[config.mk]
export PLATFORM = sky130hd
export DESIGN_NAME = csv_record_field_splitter_unit
export DESIGN_NICKNAME = d
export VERILOG_FILES = /design/src/sv/csvs_pkg.sv /design/src/sv/csvs_step.sv /design/src/sv/csv_record_field_splitter_unit.sv
export SDC_FILE = /design/constraint.sdc
export NUM_CORES = 1
export LEC_CHECK = 0
export ABC_AREA = 1
export BUFFER_PORTS_ARGS = -buffer_cell sky130_fd_sc_hd__buf_2
export CORE_ASPECT_RATIO = 0.75
export CORE_MARGIN = 2
export CORE_UTILIZATION = 49
export DETAILED_ROUTE_END_ITERATION = 8
export HOLD_SLACK_MARGIN = 0.05
export PLACE_DENSITY_LB_ADDON = 0.05
export SLEW_MARGIN = 20
export SYNTH_ARGS = -nofsm -noshare
export SYNTH_HDL_FRONTEND = slang
export SYNTH_HIERARCHICAL = 1
export SYNTH_SLANG_ARGS = --single-unit
[constraint.sdc]
create_clock -name clk -period 2.7 [get_ports clk]
set_input_delay 0.54 -clock clk [delete_from_list [all_inputs] [get_ports clk]]
set_output_delay 0.54 -clock clk [all_outputs]
set_load 0.03 [all_outputs]
[src/sv/csvs_pkg.sv]
// shared types, codes and constants of the csv record field splitter
package csvs_pkg;

	// record and column limits
	localparam int unsigned MAX_RECORD_BYTES = 4096;
	localparam int unsigned COLUMN_LIMIT_MAX = 64;

	// field widths
	localparam int unsigned POS_W  = 13;
	localparam int unsigned OFF_W  = 12;
	localparam int unsigned CNT_W  = 7;
	localparam int unsigned EV_W   = 3;
	localparam int unsigned ERR_W  = 2;
	localparam int unsigned BYTE_W = 8;

	// result item tdata layout, padded to whole bytes
	localparam int unsigned RES_DATA_W = 40;

	// event codes
	localparam logic [EV_W-1:0] EV_PLAIN  = 3'd0;
	localparam logic [EV_W-1:0] EV_SEP    = 3'd1;
	localparam logic [EV_W-1:0] EV_RECORD = 3'd2;
	localparam logic [EV_W-1:0] EV_STREAM = 3'd3;
	localparam logic [EV_W-1:0] EV_ERROR  = 3'd4;

	// error codes
	localparam logic [ERR_W-1:0] ERR_NONE       = 2'd0;
	localparam logic [ERR_W-1:0] ERR_TOO_LONG   = 2'd1;
	localparam logic [ERR_W-1:0] ERR_COLUMNS    = 2'd2;
	localparam logic [ERR_W-1:0] ERR_QUOTED_END = 2'd3;

	// register indexes on the configuration port
	localparam logic REG_SEPARATOR_CHAR = 1'b0;
	localparam logic REG_COLUMN_LIMIT   = 1'b1;

	// register reset values
	localparam logic [BYTE_W-1:0] SEPARATOR_RESET = 8'd44;
	localparam logic [CNT_W-1:0]  MAX_SEP_RESET   = 7'd64;

	// special bytes
	localparam logic [BYTE_W-1:0] CH_QUOTE = 8'h22;
	localparam logic [BYTE_W-1:0] CH_LF    = 8'h0A;
	localparam logic [BYTE_W-1:0] CH_CR    = 8'h0D;

	// parser state
	typedef struct packed {
		logic              in_quotes;
		logic [POS_W-1:0]  record_position;
		logic [CNT_W-1:0]  separator_count;
		logic              previous_was_cr;
		logic              stream_finished;
		logic [ERR_W-1:0]  sticky_error;
	} state_t;

	// configuration seen by the parser
	typedef struct packed {
		logic [BYTE_W-1:0] separator_char;
		logic [CNT_W-1:0]  column_limit;
	} cfg_t;

	// one result item
	typedef struct packed {
		logic [EV_W-1:0]   event_res;
		logic [OFF_W-1:0]  byte_offset;
		logic [CNT_W-1:0]  field_index;
		logic [POS_W-1:0]  content_end;
		logic [ERR_W-1:0]  error_code;
	} result_t;

endpackage

[src/sv/csvs_step.sv]
// next-state and result logic for one csv byte or end-of-input item
module csvs_step (
	input  csvs_pkg::state_t             st,
	input  csvs_pkg::cfg_t               cfg,
	input  logic [csvs_pkg::BYTE_W-1:0]  data_byte,
	input  logic                         end_of_input,
	output csvs_pkg::state_t             st_next,
	output csvs_pkg::result_t            res
);

	logic [csvs_pkg::CNT_W-1:0] limit;
	logic [csvs_pkg::POS_W-1:0] pos_inc;
	logic                       is_sep;

	// column limit capped at the build maximum
	assign limit = (cfg.column_limit > csvs_pkg::CNT_W'(csvs_pkg::COLUMN_LIMIT_MAX)) ?
		csvs_pkg::CNT_W'(csvs_pkg::COLUMN_LIMIT_MAX) : cfg.column_limit;
	assign pos_inc = st.record_position + csvs_pkg::POS_W'(1);
	assign is_sep  = (data_byte == cfg.separator_char);

	// decision tree for one item
	always_comb begin
		st_next         = st;
		res.event_res   = csvs_pkg::EV_PLAIN;
		res.byte_offset = st.record_position[csvs_pkg::OFF_W-1:0];
		res.field_index = st.separator_count;
		res.content_end = '0;
		res.error_code  = csvs_pkg::ERR_NONE;
		if (st.sticky_error != csvs_pkg::ERR_NONE) begin
			// sticky error repeats and changes nothing
			res.event_res  = csvs_pkg::EV_ERROR;
			res.error_code = st.sticky_error;
		end else if (st.stream_finished) begin
			res.event_res   = csvs_pkg::EV_STREAM;
			res.byte_offset = '0;
			res.field_index = '0;
		end else if (end_of_input) begin
			if (st.in_quotes) begin
				res.event_res        = csvs_pkg::EV_ERROR;
				res.error_code       = csvs_pkg::ERR_QUOTED_END;
				st_next.sticky_error = csvs_pkg::ERR_QUOTED_END;
			end else begin
				st_next.stream_finished = 1'b1;
				if (st.record_position != '0) begin
					// close the open record untrimmed
					res.event_res           = csvs_pkg::EV_RECORD;
					res.content_end         = st.record_position;
					st_next.record_position = '0;
					st_next.separator_count = '0;
					st_next.previous_was_cr = 1'b0;
				end else begin
					res.event_res   = csvs_pkg::EV_STREAM;
					res.byte_offset = '0;
					res.field_index = '0;
				end
			end
		end else if (st.record_position >= csvs_pkg::POS_W'(csvs_pkg::MAX_RECORD_BYTES)) begin
			res.event_res        = csvs_pkg::EV_ERROR;
			res.error_code       = csvs_pkg::ERR_TOO_LONG;
			st_next.sticky_error = csvs_pkg::ERR_TOO_LONG;
		end else if (!st.in_quotes && is_sep) begin
			if (st.separator_count >= limit) begin
				res.event_res        = csvs_pkg::EV_ERROR;
				res.error_code       = csvs_pkg::ERR_COLUMNS;
				st_next.sticky_error = csvs_pkg::ERR_COLUMNS;
			end else begin
				res.event_res           = csvs_pkg::EV_SEP;
				st_next.separator_count = st.separator_count + csvs_pkg::CNT_W'(1);
				st_next.record_position = pos_inc;
				st_next.previous_was_cr = 1'b0;
			end
		end else if (!st.in_quotes && (data_byte == csvs_pkg::CH_LF)) begin
			// record end, trimming one trailing cr
			res.event_res = csvs_pkg::EV_RECORD;
			if (st.previous_was_cr && (st.record_position != '0)) begin
				res.content_end = st.record_position - csvs_pkg::POS_W'(1);
			end else begin
				res.content_end = st.record_position;
			end
			st_next.record_position = '0;
			st_next.separator_count = '0;
			st_next.previous_was_cr = 1'b0;
		end else begin
			// plain byte; a quote toggles the quoted state
			if (data_byte == csvs_pkg::CH_QUOTE) begin
				st_next.in_quotes = !st.in_quotes;
			end
			st_next.record_position = pos_inc;
			st_next.previous_was_cr = (data_byte == csvs_pkg::CH_CR);
		end
	end

endmodule

[src/sv/csv_record_field_splitter_unit.sv]
// top level of the csv record field splitter: stream ports, registers, output stage
// The splitter takes one CSV byte (or an end-of-input marker in tuser) per
// cycle and returns exactly one result item per input item from an output
// register; the parser state advances in the same cycle the item is
// accepted, so a new item can enter every cycle as long as the output
// register is empty or being drained. Each result gives the event kind in
// tuser and byte offset, field index, content end and error code in tdata.
// Errors are sticky until reset. The separator byte and column limit (APB 0, 4)
// must be set by the user only while the stream is idle (the block does not enforce it).
module csv_record_field_splitter_unit (
	input  logic                               clk,
	input  logic                               arst_n,
	// input stream
	input  logic                               s_axis_tvalid,
	output logic                               s_axis_tready,
	input  logic [7:0]                         s_axis_tdata,   // data_byte
	input  logic                               s_axis_tuser,   // end_of_input
	// result stream
	output logic                               m_axis_tvalid,
	input  logic                               m_axis_tready,
	// byte_offset, field_index, content_end, error_code, zero pad
	output logic [csvs_pkg::RES_DATA_W-1:0]    m_axis_tdata,
	output logic [csvs_pkg::EV_W-1:0]          m_axis_tuser,   // event_res
	// configuration port
	input  logic                               psel,
	input  logic                               penable,
	input  logic                               pwrite,
	input  logic [2:0]                         paddr,
	input  logic [31:0]                        pwdata,
	output logic [31:0]                        prdata,
	output logic                               pready
);

	csvs_pkg::cfg_t    cfg_q;
	csvs_pkg::state_t  state_q;
	csvs_pkg::state_t  state_next;
	csvs_pkg::result_t res;
	csvs_pkg::result_t res_q;
	logic              out_valid_q;
	logic              in_fire;
	logic              cfg_wr;

	assign pready = 1'b1;
	assign cfg_wr = psel && penable && pwrite;

	// configuration registers
	always_ff @(posedge clk or negedge arst_n) begin
		if (!arst_n) begin
			cfg_q.separator_char <= csvs_pkg::SEPARATOR_RESET;
			cfg_q.column_limit   <= csvs_pkg::MAX_SEP_RESET;
		end else if (cfg_wr) begin
			case (paddr[2])
				csvs_pkg::REG_SEPARATOR_CHAR: cfg_q.separator_char <= pwdata[7:0];
				csvs_pkg::REG_COLUMN_LIMIT:   cfg_q.column_limit   <= pwdata[6:0];
				default: ;
			endcase
		end
	end

	// register read back
	always_comb begin
		case (paddr[2])
			csvs_pkg::REG_SEPARATOR_CHAR: prdata = {24'd0, cfg_q.separator_char};
			csvs_pkg::REG_COLUMN_LIMIT:   prdata = {25'd0, cfg_q.column_limit};
			default:                      prdata = '0;
		endcase
	end

	// parser logic
	csvs_step u_step (
		.st           (state_q),
		.cfg          (cfg_q),
		.data_byte    (s_axis_tdata),
		.end_of_input (s_axis_tuser),
		.st_next      (state_next),
		.res          (res)
	);

	// accept while the output register is free or draining
	assign s_axis_tready = !out_valid_q || m_axis_tready;
	assign in_fire       = s_axis_tvalid && s_axis_tready;

	// parser state
	always_ff @(posedge clk or negedge arst_n) begin
		if (!arst_n) begin
			state_q <= '0;
		end else if (in_fire) begin
			state_q <= state_next;
		end
	end

	// output valid
	always_ff @(posedge clk or negedge arst_n) begin
		if (!arst_n) begin
			out_valid_q <= 1'b0;
		end else if (s_axis_tready) begin
			out_valid_q <= s_axis_tvalid;
		end
	end

	// output payload
	always_ff @(posedge clk) begin
		if (in_fire) begin
			res_q <= res;
		end
	end

	assign m_axis_tvalid = out_valid_q;
	assign m_axis_tuser  = res_q.event_res;
	assign m_axis_tdata  = {6'd0, res_q.error_code, res_q.content_end,
		res_q.field_index, res_q.byte_offset};

endmodule

; ---- Yosys cells after proc, flatten, opt, wreduce, memory -nomap -nowiden
; Index checks and enable logic that the tools add are counted.
[op_classes]
addsub = 3
n_lt_le_gt_ge = 3
eq_ne = 9
muxes = 42
n_bitwise = 7
reduce_logical = 22
[ops]
columns = operator, n
row1 = $mux 21, 5
row2 = $mux 13, 6
row3 = $mux 32, 2
row4 = $pmux 32 s2, 1
row5 = $mux 22, 2
row6 = $mux 19, 2
row7 = $mux 15, 2
row8 = $mux 2, 11
row9 = $mux 3, 6
row10 = $eq 8x4->1 const B, 2
row11 = $reduce_and 8->1, 2
row12 = $mux 7, 2
row13 = $add 13x1->13 const B, 1
row14 = $ge 13x13->1 const B, 1
row15 = $reduce_bool 13->1, 1
row16 = $sub 13x1->13 const B, 1
row17 = $reduce_bool 3->1, 3
row18 = $eq 8x6->1 const B, 1
row19 = $eq 8x8->1, 1
row20 = $add 7x1->7 const B, 1
row21 = $ge 7x7->1, 1
row22 = $gt 7x7->1 const B, 1
row23 = $not 1->1, 7
row24 = $reduce_and 7->1, 1
row25 = other kinds (11), 23
[totals]
regBits = 78
in_bits = 51
output_inout_bits = 78
wordCells = 100

; ---- Depth between registers and ports, before layout
; Gate-level depths: netlist of the first run.
[logic_depth]
word_depth = 9
mapped_depth = 18
ltp_nobuf = 17

; ---- Cells and area by module
; The synthesis of the first run kept the hierarchy.
[by_module_without_submodules]
columns = mod, n_inst, cells_each, area_per_inst_um2, seq_area_each_um2
row1 = csv_record_field_splitter_unit, 1, 274, 3066.7, 2142.1
row2 = csvs_step, 1, 539, 2671.3, 0.0

; ---- Least setup slack after synthesis of the first run
; No wires, ideal clock.
[synth_path]
path_type = register to register
from = register cfg_q[4] (netlist name)
to = register state_q[18] (netlist name)
setup_ns = 0.065
arrival_time_ns = 2.315
t_required_ns = 2.635
setup_slack_ns = 0.320
stages_incl_launch_ff = 18
n_path_buf = 1
synth_period_minus_slack_ns = 2.380
cell_sequence = dfrtp_1 > nor4_1 > nand2_1 > nand2_1 > nand2_1 > ha_1 > nand2_1 > nand2_1 > a21oi_1 > nand3_1 > nand3_4 > buf_2 > nand4_1 > nand2_1 > nand2_1 > a21oi_2 > nand2_1 > nand2_1
[synth_between]
elab_chain_len = 5
[synth_rtl]
columns = item, line_no
row1 = from (decl), csv_record_field_splitter_unit.sv:34  ; csvs_pkg::cfg_t cfg_q;
row2 = $gt 7x7->1, csvs_step.sv:16  ; assign limit = (cfg.column_limit > csvs_pkg::CNT_W'(csvs_pkg::COLUMN_LIMIT_MAX)) ?
row3 = $mux 7 (*), csvs_step.sv:16
row4 = $ge 7x7->1 (*), csvs_step.sv:62  ; if (st.separator_count >= limit) begin
row5 = $ne 3x3->1 (no line) (*), n/a
row6 = $reduce_and 7->1 (no line) (*), n/a
row7 = to (signal assigned), csv_record_field_splitter_unit.sv:88  ; state_q <= state_next;
row8 = to (decl), csv_record_field_splitter_unit.sv:35  ; csvs_pkg::state_t state_q;
; Mark *: on every way between the ends. The rest lies on a longest branch, timed or not.
; A chain may end at the register's enable or synchronous reset.

; ---- Worst setup path in the final report of the first run
[layout_path]
from = register cfg_q[5] (netlist name)
to = register state_q[21] (netlist name)
; The elaborated chain is that of the path after synthesis.

==> impl_metrics.tcl, run 1 <==
set metrics [dict create \
    path_common_cell "nand2_2" \
    drt-wirelength-per-cell_um 15.3 \
    grt_max_degree 63 \
    grt_pass1_vias 5071 \
    ys_ff_latch 78 \
    gp_congestion 0.870 \
    antenna_found_initial 0 \
    fin_hold_ws_ns 0.133 \
    cp-start-kind "flip-flop" \
    num_vias 5617 \
    synth.cell_area_um2 5740 \
    finalCritPeriodShare_pct 94.4 \
    clkTransAtPathRegs_ns 0.06 \
    end_kind "flip-flop" \
    dp_hpwl_um 11100 \
    place_area_um2 6150 \
    area_growth_pct 15.7 \
    die_area_um2 12600 \
    grt_overflow 0 \
    critPathKind "reg2reg" \
    maxSlewViolCount 0 \
    start_util_pct 50.0 \
    seq_area_frac_synth_pct 37.3 \
    grt_pass1_wl_um 25300 \
    crit_chain "nor4_2 -> nand2_1 -> nand2_2 -> nand2_2 -> ha_4 -> nand2_2 -> nand2_2 -> a21oi_4 -> nand3_4 -> nand3_4 -> buf_8 -> nand4_1 -> nand2_2 -> nand2_2 -> a21oi_2 -> nand2_1 -> nand2_1" \
    synth_async_sr_flop_share_pct 52.6 \
    ant_nets 0 \
    p_leak_nw 3.31 \
    insertion_delay_ns 0.34 \
    p_per_area_nw_per_um2 1030 \
    crit_slowest_cell "dfrtp_1" \
    cpPeakStageDelay_ns 0.40 \
    worstHoldPathType "in2async" \
    io_pins 129 \
    netlist_instances 813 \
    fin_area_um2 6640 \
    cts_buffer_depth 2 \
    mostFrequentLayoutCell "nand2_1" \
    routed_wl_um 15900 \
    rows 34 \
    drive_gt1_share_pct 22.8 \
    synth_edf_count 37 \
    drtIter0Drc 637 \
    die_w_um 129 \
    required_ns 2.97 \
    syn_area_per_cell_um2 7.06 \
    min_period_ns 2.55 \
    dr.pass1.iters 5 \
    critPathMaxFanout 7 \
    cts-root-buf "clkbuf_16" \
    tightest_slew_ns 0.680 \
    cts_tree "yes" \
    outcome "complete, no violations" \
    io_buffers 71 \
    path_delay_family "simple AND/OR/NAND/NOR gates" \
    nNetsFinal 949 \
    maxCapViolations 0 \
    setup_viol 0 \
    cts_made_buffers 9 \
    yosys.cell_types.count 43 \
    fmax_mhz 392 \
    dieHeight_um 97.7 \
    path_buf_inv 1 \
    final-hold-violation-count 0 \
    synth_top_flop_cell "edfxtp_1" \
    final_cell_mix "274 x nand2_1, 71 x nor2_1, 71 x buf_2" \
    htree_levels 3 \
    coreArea_um2 11500 \
    cp.arrival_ns 2.82 \
    drc 0 \
    via_per_inst 5.42 \
    relSlewSlack_pct 54.6 \
    rsz0062_at_grt "yes" \
    yosys_warnings 6 \
    grtUsageTotal_pct 25.5 \
    n_antenna_cell 0 \
    ir_drop_mv 0.495 \
    cts.sinks 78 \
    skew_ns 0.00964 \
]
-- final timing paths --
path	from	cells after the start	endpoint	slack, ns
hold reg to reg	cfg_q[12]$_DFFE_PN1P_	2	cfg_q[12]$_DFFE_PN1P_	0.49
hold / removal	arst_n	1	cfg_q[11]$_DFFE_PN0P_	0.13
min in group clk	pwdata[6]	3	cfg_q[6]$_DFFE_PN1P_	0.43
setup / recovery	cfg_q[5]$_DFFE_PN0P_	17	state_q[21]$_DFFE_PN0P_	0.15
setup reg to reg	cfg_q[5]$_DFFE_PN0P_	17	state_q[21]$_DFFE_PN0P_	0.15
max in group asynchronous	arst_n	2	cfg_q[12]$_DFFE_PN1P_	1.80
-- sequential cells by signal, indices dropped and copies added (netlist names) --
name and count:
m_axis_tuser 3, cfg_q 15, state_q 25, m_axis_tdata 34
m_axis_tvalid 1
-- per-layer routing --
| metal | vias up | wire length (um) | GRT usage, % |
|---|---|---|---|
| met3 | 18 | 1290 | 4.57 |
| li1 | 2715 | - | - |
| met1 | 2602 | 7710 | 39.2 |
| met4 | 0 | 167 | 6.61 |
| met5 | - | 0 | 0 |
| met2 | 282 | 6750 | 37.0 |
-- through the flow --
stage | setup WS [ns] | utilization (%) | std cells | setup TNS (ns) | power [mW]
after floorplan | 0.320 | - | 842 | 0 | 4.44
after global placement | -0.0612 | 53.5 | 1018 | -0.227 | 5.27
after detailed placement | -0.0896 | 53.5 | 1018 | -0.488 | 5.35
after CTS | 0.00383 | 56.1 | 1034 | 0 | 6.56
after global routing | -0.0377 | 57.8 | 1037 | -0.163 | 7.32
final | 0.151 | 57.8 | 1037 | 0 | 6.83
-- synth_stat cells (13+ instances only) --
library cell,n,share of area [%]
inv_1,60,3.9
nand4_1,19,2.1
edfxtp_1,37,19
a21oi_1,31,2.7
nand2_1,290,19
buf_4,38,5.0
o21ai_0,15,1.3
buf_2,13,1.1
nand3_1,61,5.3
inv_2,14,0.92
nor2_1,75,4.9
dfrtp_1,37,16
a31oi_1,17,1.9
-- timing repair --
action,4_1_cts,5_1_grt
endpoints found under the hold margin,0,0
setup buffers,0,2
gates resized for setup,2,40
setup endpoints to repair,14,23
hold buffers,0,0
pin swaps,2,22
cloned,0,1
-- area by class of cell --
cell class | count | area (um^2)
Fill cell | 1082 | 4850
Multi-Input combinational cell | 620 | 3110
Sequential cell | 78 | 2140
Timing Repair Buffer | 103 | 637
Inverter | 76 | 288
Clock buffer | 11 | 233
Tap cell | 144 | 180
Clock inverter | 5 | 50.0
-- power breakdown --
| group | switching, mW | total [mW] | internal (mW) | leakage, nW |
|---|---|---|---|---|
| Sequential | 0.390 | 2.01 | 1.62 | 0.874 |
| Clock | 0.470 | 1.18 | 0.710 | 0.143 |
| Combinational | 2.40 | 3.64 | 1.24 | 2.29 |
-- kinds of logic (layout without fill, tap and decap cells) --
kind of cell | Yosys count | after routing | synth area share (%)
and+or+nand+nor | 483 | 483 | 36.7
buffers and inverters | 144 | 195 | 13.1
AOI/OAI and AO/OA | 86 | 86 | 9.07
DFF | 78 | 78 | 37.3
adders and majority gates | 10 | 10 | 2.18
xor gates and xnor gates | 10 | 10 | 1.53
other | 2 | 31 | 0.131
No activity file was read; power rests on OpenSTA's default activity.
==> inputs of run 2 (changes only) <==
--- a/config.mk
+++ b/config.mk
@@ -8,7 +8,7 @@
 export ABC_AREA = 1
 export BUFFER_PORTS_ARGS = -buffer_cell sky130_fd_sc_hd__buf_2
 export CORE_ASPECT_RATIO = 0.75
-export CORE_MARGIN = 2
+export CORE_MARGIN = 10
 export CORE_UTILIZATION = 49
 export DETAILED_ROUTE_END_ITERATION = 8
 export HOLD_SLACK_MARGIN = 0.05
@@ -18,3 +18,4 @@
 export SYNTH_HDL_FRONTEND = slang
 export SYNTH_HIERARCHICAL = 1
 export SYNTH_SLANG_ARGS = --single-unit
+export TNS_END_PERCENT = 30
==> impl_metrics.tcl, run 2 (same netlist as run 1, synthesis figures left out) <==
set metrics [dict create \
    routed_wl_um 16900 \
    num_vias 5573 \
    antenna_found_initial 0 \
    tightest_slew_ns 0.682 \
    grt_max_degree 63 \
    r2r_start "cfg_q[4]$_DFFE_PN0P_" \
    fmax_mhz 373 \
    start_util_pct 49.8 \
    drtIter0Drc 628 \
    cts.sinks 78 \
    final_cell_mix "276 x nand2_1, 72 x nor2_1, 71 x buf_2" \
    worstHoldPathType "in2async" \
    postCtsSetupRepairBufs 0 \
    ir_drop_mv 0.522 \
    rows 34 \
    p_per_area_nw_per_um2 1030 \
    grt_pass1_wl_um 27100 \
    dr.pass1.iters 6 \
    coreArea_um2 11500 \
    dp_hpwl_um 11800 \
    reg2regPathDepth 18 \
    via_per_inst 5.25 \
    htree_levels 3 \
    maxCapViolations 0 \
    setup.worst_path.start "cfg_q[4]$_DFFE_PN0P_" \
    p_leak_nw 3.33 \
    io_pins 129 \
    r2r_slack_ns 0.02 \
    die_area_um2 16500 \
    n_antenna_cell 0 \
    required_ns 2.98 \
    skew_ns 0.00689 \
    cp-start-kind "flip-flop" \
    outcome "complete, no violations" \
    nNetsFinal 955 \
    layout.cells.non_filler 1061 \
    final_util_pct 58.1 \
    tns_ns 0 \
    dp.cells 1044 \
    grt_overflow 0 \
    critPathKind "reg2reg" \
    hold_buffers 0 \
    io_buffers 71 \
    fill_cells 1110 \
    fin_hold_ws_ns 0.196 \
    relSlewSlack_pct 54.5 \
    finalCritPeriodShare_pct 99.3 \
    critPathMaxFanout 5 \
    p_total_mw 6.89 \
    rsz0062_at_grt "yes" \
    cts_made_buffers 9 \
    cts_buffer_depth 2 \
    die_w_um 145 \
    min_period_ns 2.68 \
    cts_tree "yes" \
    area_growth_pct 16.7 \
    cts-root-buf "clkbuf_16" \
    setup_viol 0 \
    mostFrequentLayoutCell "nand2_1" \
    cp-endpoint "state_q[15]$_DFFE_PN0P_" \
    grt_pass1_vias 5232 \
    largest_reg_flops 34 \
    ant_nets 0 \
    timing.rr.end "state_q[15]$_DFFE_PN0P_" \
    end_kind "flip-flop" \
    drt-wirelength-per-cell_um 15.9 \
    final-hold-violation-count 0 \
    cp.arrival_ns 2.96 \
    drive_gt1_share_pct 23.5 \
    dieHeight_um 114 \
    maxSlewViolCount 0 \
    insertion_delay_ns 0.34 \
    gp_congestion 0.871 \
    clkTransAtPathRegs_ns 0.06 \
    grtUsageTotal_pct 19.7 \
    drc 0 \
]
## run 2: where the power goes
part	internal, mW	leakage [nW]	switching (mW)
clock network	0.707	0.143	0.489
logic	1.28	2.32	2.53
registers	1.62	0.874	0.272
total	3.60	3.33	3.29
## run 2: worst min-delay path by stage
stage,from,endpoint,slack (ns),cells past startpoint
final,arst_n,cfg_q[11]$_DFFE_PN0P_,0.20,1
after global routing,arst_n,cfg_q[11]$_DFFE_PN0P_,0.24,1
after CTS,arst_n,cfg_q[11]$_DFFE_PN0P_,0.41,1
after detailed placement,cfg_q[12]$_DFFE_PN1P_,cfg_q[12]$_DFFE_PN1P_,0.47,2
after global placement,cfg_q[12]$_DFFE_PN1P_,cfg_q[12]$_DFFE_PN1P_,0.47,2
after floorplan,arst_n,cfg_q[0]$_DFFE_PN0P_,0.24,0
## run 2: metrics by stage
stage / setup slack [ns] / cell area (um^2)
finish: 0.0190 / 6700
global route: -0.122 / 6700
CTS: 0.0148 / 6540
detailed placement: -0.135 / 6230
global placement: -0.101 / 6230
floorplan: 0.320 / 5850
## run 2: repair_timing
action | CTS | global route
gates cloned | 0 | 1
gates resized for setup | 5 | 38
pin swaps | 5 | 20
endpoints found under the setup margin | 14 | 23
## run 2: layer usage
layer	vias to the layer above	wire length, um	GRT usage, %
met2	258	7090	28.6
met3	28	1320	4.83
li1	2730	-	-
met4	0	180	5.02
met1	2557	8280	28.5
met5	-	0	0
## run 2: area by class of cell
cell class,instances,area (um^2),area share [%]
tap,162,203,3.03
sequential,78,2140,32.0
timing repair buffer,109,668,9.98
inverter,76,288,4.30
clock buffer,10,229,3.42
clock inverter,6,53.8,0.804
multi-input combinational,620,3110,46.5
## run 2: critical path, cell delays in order, from the launching register on
cell     delay (ns)
dfrtp_1        0.42
nor4_4         0.32
nand2_1        0.14
nand2_2        0.13
nand2_2        0.07
ha_4           0.28
nand2_1        0.05
nor2_1         0.17
nand2_2        0.11
nand3_4        0.10
nand3_4        0.12
nand2_4        0.13
buf_4          0.12
o21ai_1        0.05
nand2_1        0.10
nand2_2        0.07
a21oi_2        0.12
nand2_1        0.06
nand2_1        0.07
==> inputs of run 3 (changes only) <==
--- a/config.mk
+++ b/config.mk
@@ -9,11 +9,10 @@
 export BUFFER_PORTS_ARGS = -buffer_cell sky130_fd_sc_hd__buf_2
 export CORE_ASPECT_RATIO = 0.75
 export CORE_MARGIN = 10
-export CORE_UTILIZATION = 49
+export CORE_UTILIZATION = 35
 export DETAILED_ROUTE_END_ITERATION = 8
 export HOLD_SLACK_MARGIN = 0.05
 export PLACE_DENSITY_LB_ADDON = 0.05
-export SLEW_MARGIN = 20
 export SYNTH_ARGS = -nofsm -noshare
 export SYNTH_HDL_FRONTEND = slang
 export SYNTH_HIERARCHICAL = 1
==> impl_metrics.tcl, run 3 (same netlist as run 1, synthesis figures left out) <==
set metrics [dict create \
    outcome "complete, no violations" \
    critPathMaxFanout 6 \
    min_period_ns 2.51 \
    dieHeight_um 131 \
    die_w_um 168 \
    cts_tree "yes" \
    rows 40 \
    area_growth_pct 15.9 \
    relSlewSlack_pct 52.4 \
    drt-wirelength-per-cell_um 15.8 \
    finalCritPeriodShare_pct 93.0 \
    fmax_mhz 398 \
    grtUsageTotal_pct 15.6 \
    final_util_pct 41.4 \
    r2r_start "cfg_q[4]$_DFFE_PN0P_" \
    grt_overflow 0 \
    grt_pass1_wl_um 28100 \
    rsz0062_at_grt "yes" \
    cts.sinks 78 \
    final-hold-violation-count 0 \
    p_leak_nw 3.30 \
    ir_drop_mv 0.395 \
    worstHoldPathType "in2async" \
    p_total_mw 6.84 \
    dr.pass1.iters 5 \
    end_kind "flip-flop" \
    cp-endpoint "state_q[15]$_DFFE_PN0P_" \
    timing.rr.end "state_q[15]$_DFFE_PN0P_" \
    htree_levels 3 \
    tightest_slew_ns 0.713 \
    dp_hpwl_um 12700 \
    reg2regPathDepth 18 \
    antenna_found_initial 0 \
    grt_max_degree 57 \
    r2r_slack_ns 0.19 \
    cts_made_buffers 9 \
    cts-root-buf "clkbuf_16" \
    grt_pass1_vias 5280 \
    n_antenna_cell 0 \
    io_buffers 71 \
    maxSlewViolCount 0 \
    drc 0 \
    start_util_pct 35.7 \
    insertion_delay_ns 0.34 \
    cp.arrival_ns 2.74 \
    clkTransAtPathRegs_ns 0.06 \
    gp_congestion 0.909 \
    required_ns 2.93 \
    cts_buffer_depth 2 \
    maxCapViolations 0 \
    drtIter0Drc 475 \
    io_pins 129 \
    p_per_area_nw_per_um2 1030 \
    nNetsFinal 951 \
    die_area_um2 22000 \
    cp-start-kind "flip-flop" \
    ant_nets 0 \
    mostFrequentLayoutCell "nand2_1" \
    coreArea_um2 16100 \
    setup_viol 0 \
    setup.worst_path.start "cfg_q[4]$_DFFE_PN0P_" \
    largest_reg_flops 34 \
    final_cell_mix "290 x nand2_1, 74 x nor2_1, 71 x buf_2" \
    skew_ns 0.00767 \
    num_vias 5514 \
    drive_gt1_share_pct 20.8 \
    routed_wl_um 17500 \
    via_per_inst 4.99 \
    critPathKind "reg2reg" \
]
==> run 3: per-layer routing <==
| metal | share of wire, % | track usage [%] | up-vias |
|---|---|---|---|
| met5 | 0 | 0 | - |
| met4 | 0.63 | 2.76 | 0 |
| met3 | 8.0 | 3.88 | 10 |
| met2 | 40 | 22.3 | 239 |
| met1 | 51 | 23.2 | 2544 |
| li1 | - | - | 2721 |
==> run 3: final cells by class <==
cell class,count,area [um^2]
Timing Repair Buffer,105,627
Sequential cell,78,2140
Tap cell,210,263
Fill cell,1708,9410
Clock buffer,10,229
Multi-Input combinational cell,620,3020
Inverter,76,288
Clock inverter,6,86.3
==> run 3: power by group <==
| group | total (mW) | internal [mW] | leakage [nW] | switching (mW) |
|---|---|---|---|---|
| sequential | 1.99 | 1.62 | 0.874 | 0.371 |
| combinational | 3.55 | 1.20 | 2.27 | 2.35 |
| clock | 1.30 | 0.808 | 0.152 | 0.494 |
| total | 6.84 | 3.62 | 3.30 | 3.22 |
==> run 3: worst min-delay path by stage <==
stage | cells past startpoint | from | end | slack, ns
floorplan | 0 | arst_n | cfg_q[0]$_DFFE_PN0P_ | 0.24
global placement | 2 | cfg_q[10]$_DFFE_PN1P_ | cfg_q[10]$_DFFE_PN1P_ | 0.48
detailed placement | 2 | cfg_q[10]$_DFFE_PN1P_ | cfg_q[10]$_DFFE_PN1P_ | 0.48
CTS | 2 | arst_n | state_q[10]$_DFFE_PN0P_ | 0.18
global route | 2 | arst_n | cfg_q[2]$_DFFE_PN0P_ | 0.20
finish | 2 | arst_n | state_q[10]$_DFFE_PN0P_ | 0.18
==> run 3: worst max-delay path, cell delays in order, from the launching register on <==
cell and delay [ns]:
dfrtp_1 0.38, nor4_2 0.26, nand2_1 0.09, nand2_1 0.08, nand2_1 0.09, ha_4 0.25, nand2_1 0.06, nand2_1 0.08
a21oi_2 0.22, nand3_4 0.12, nand3_4 0.12, nand2_4 0.08, buf_4 0.18, o21ai_1 0.07, nand2_1 0.07, nand2_1 0.08
a21oi_1 0.06, nand2_1 0.06, nand2_1 0.05
==> run 3: per-stage QoR <==
stage	setup slack, ns	hold slack (ns)	instance area, um^2	instances	setup TNS (ns)
floorplan	0.320	0.244	5850	842	0
CTS	0.0414	0.182	6580	1104	0
finish	0.188	0.184	6650	1105	0
global placement	-0.0215	0.482	6260	1088	-0.0215
detailed placement	0.0161	0.482	6260	1088	0
global route	-0.0353	0.198	6650	1105	-0.173
==> run 3: repair_timing <==
item	CTS	global route
hold buffers	0	0
setup endpoints to repair	2	23
gates resized for setup	1	11
buffers inserted	0	1
pin swaps	0	5
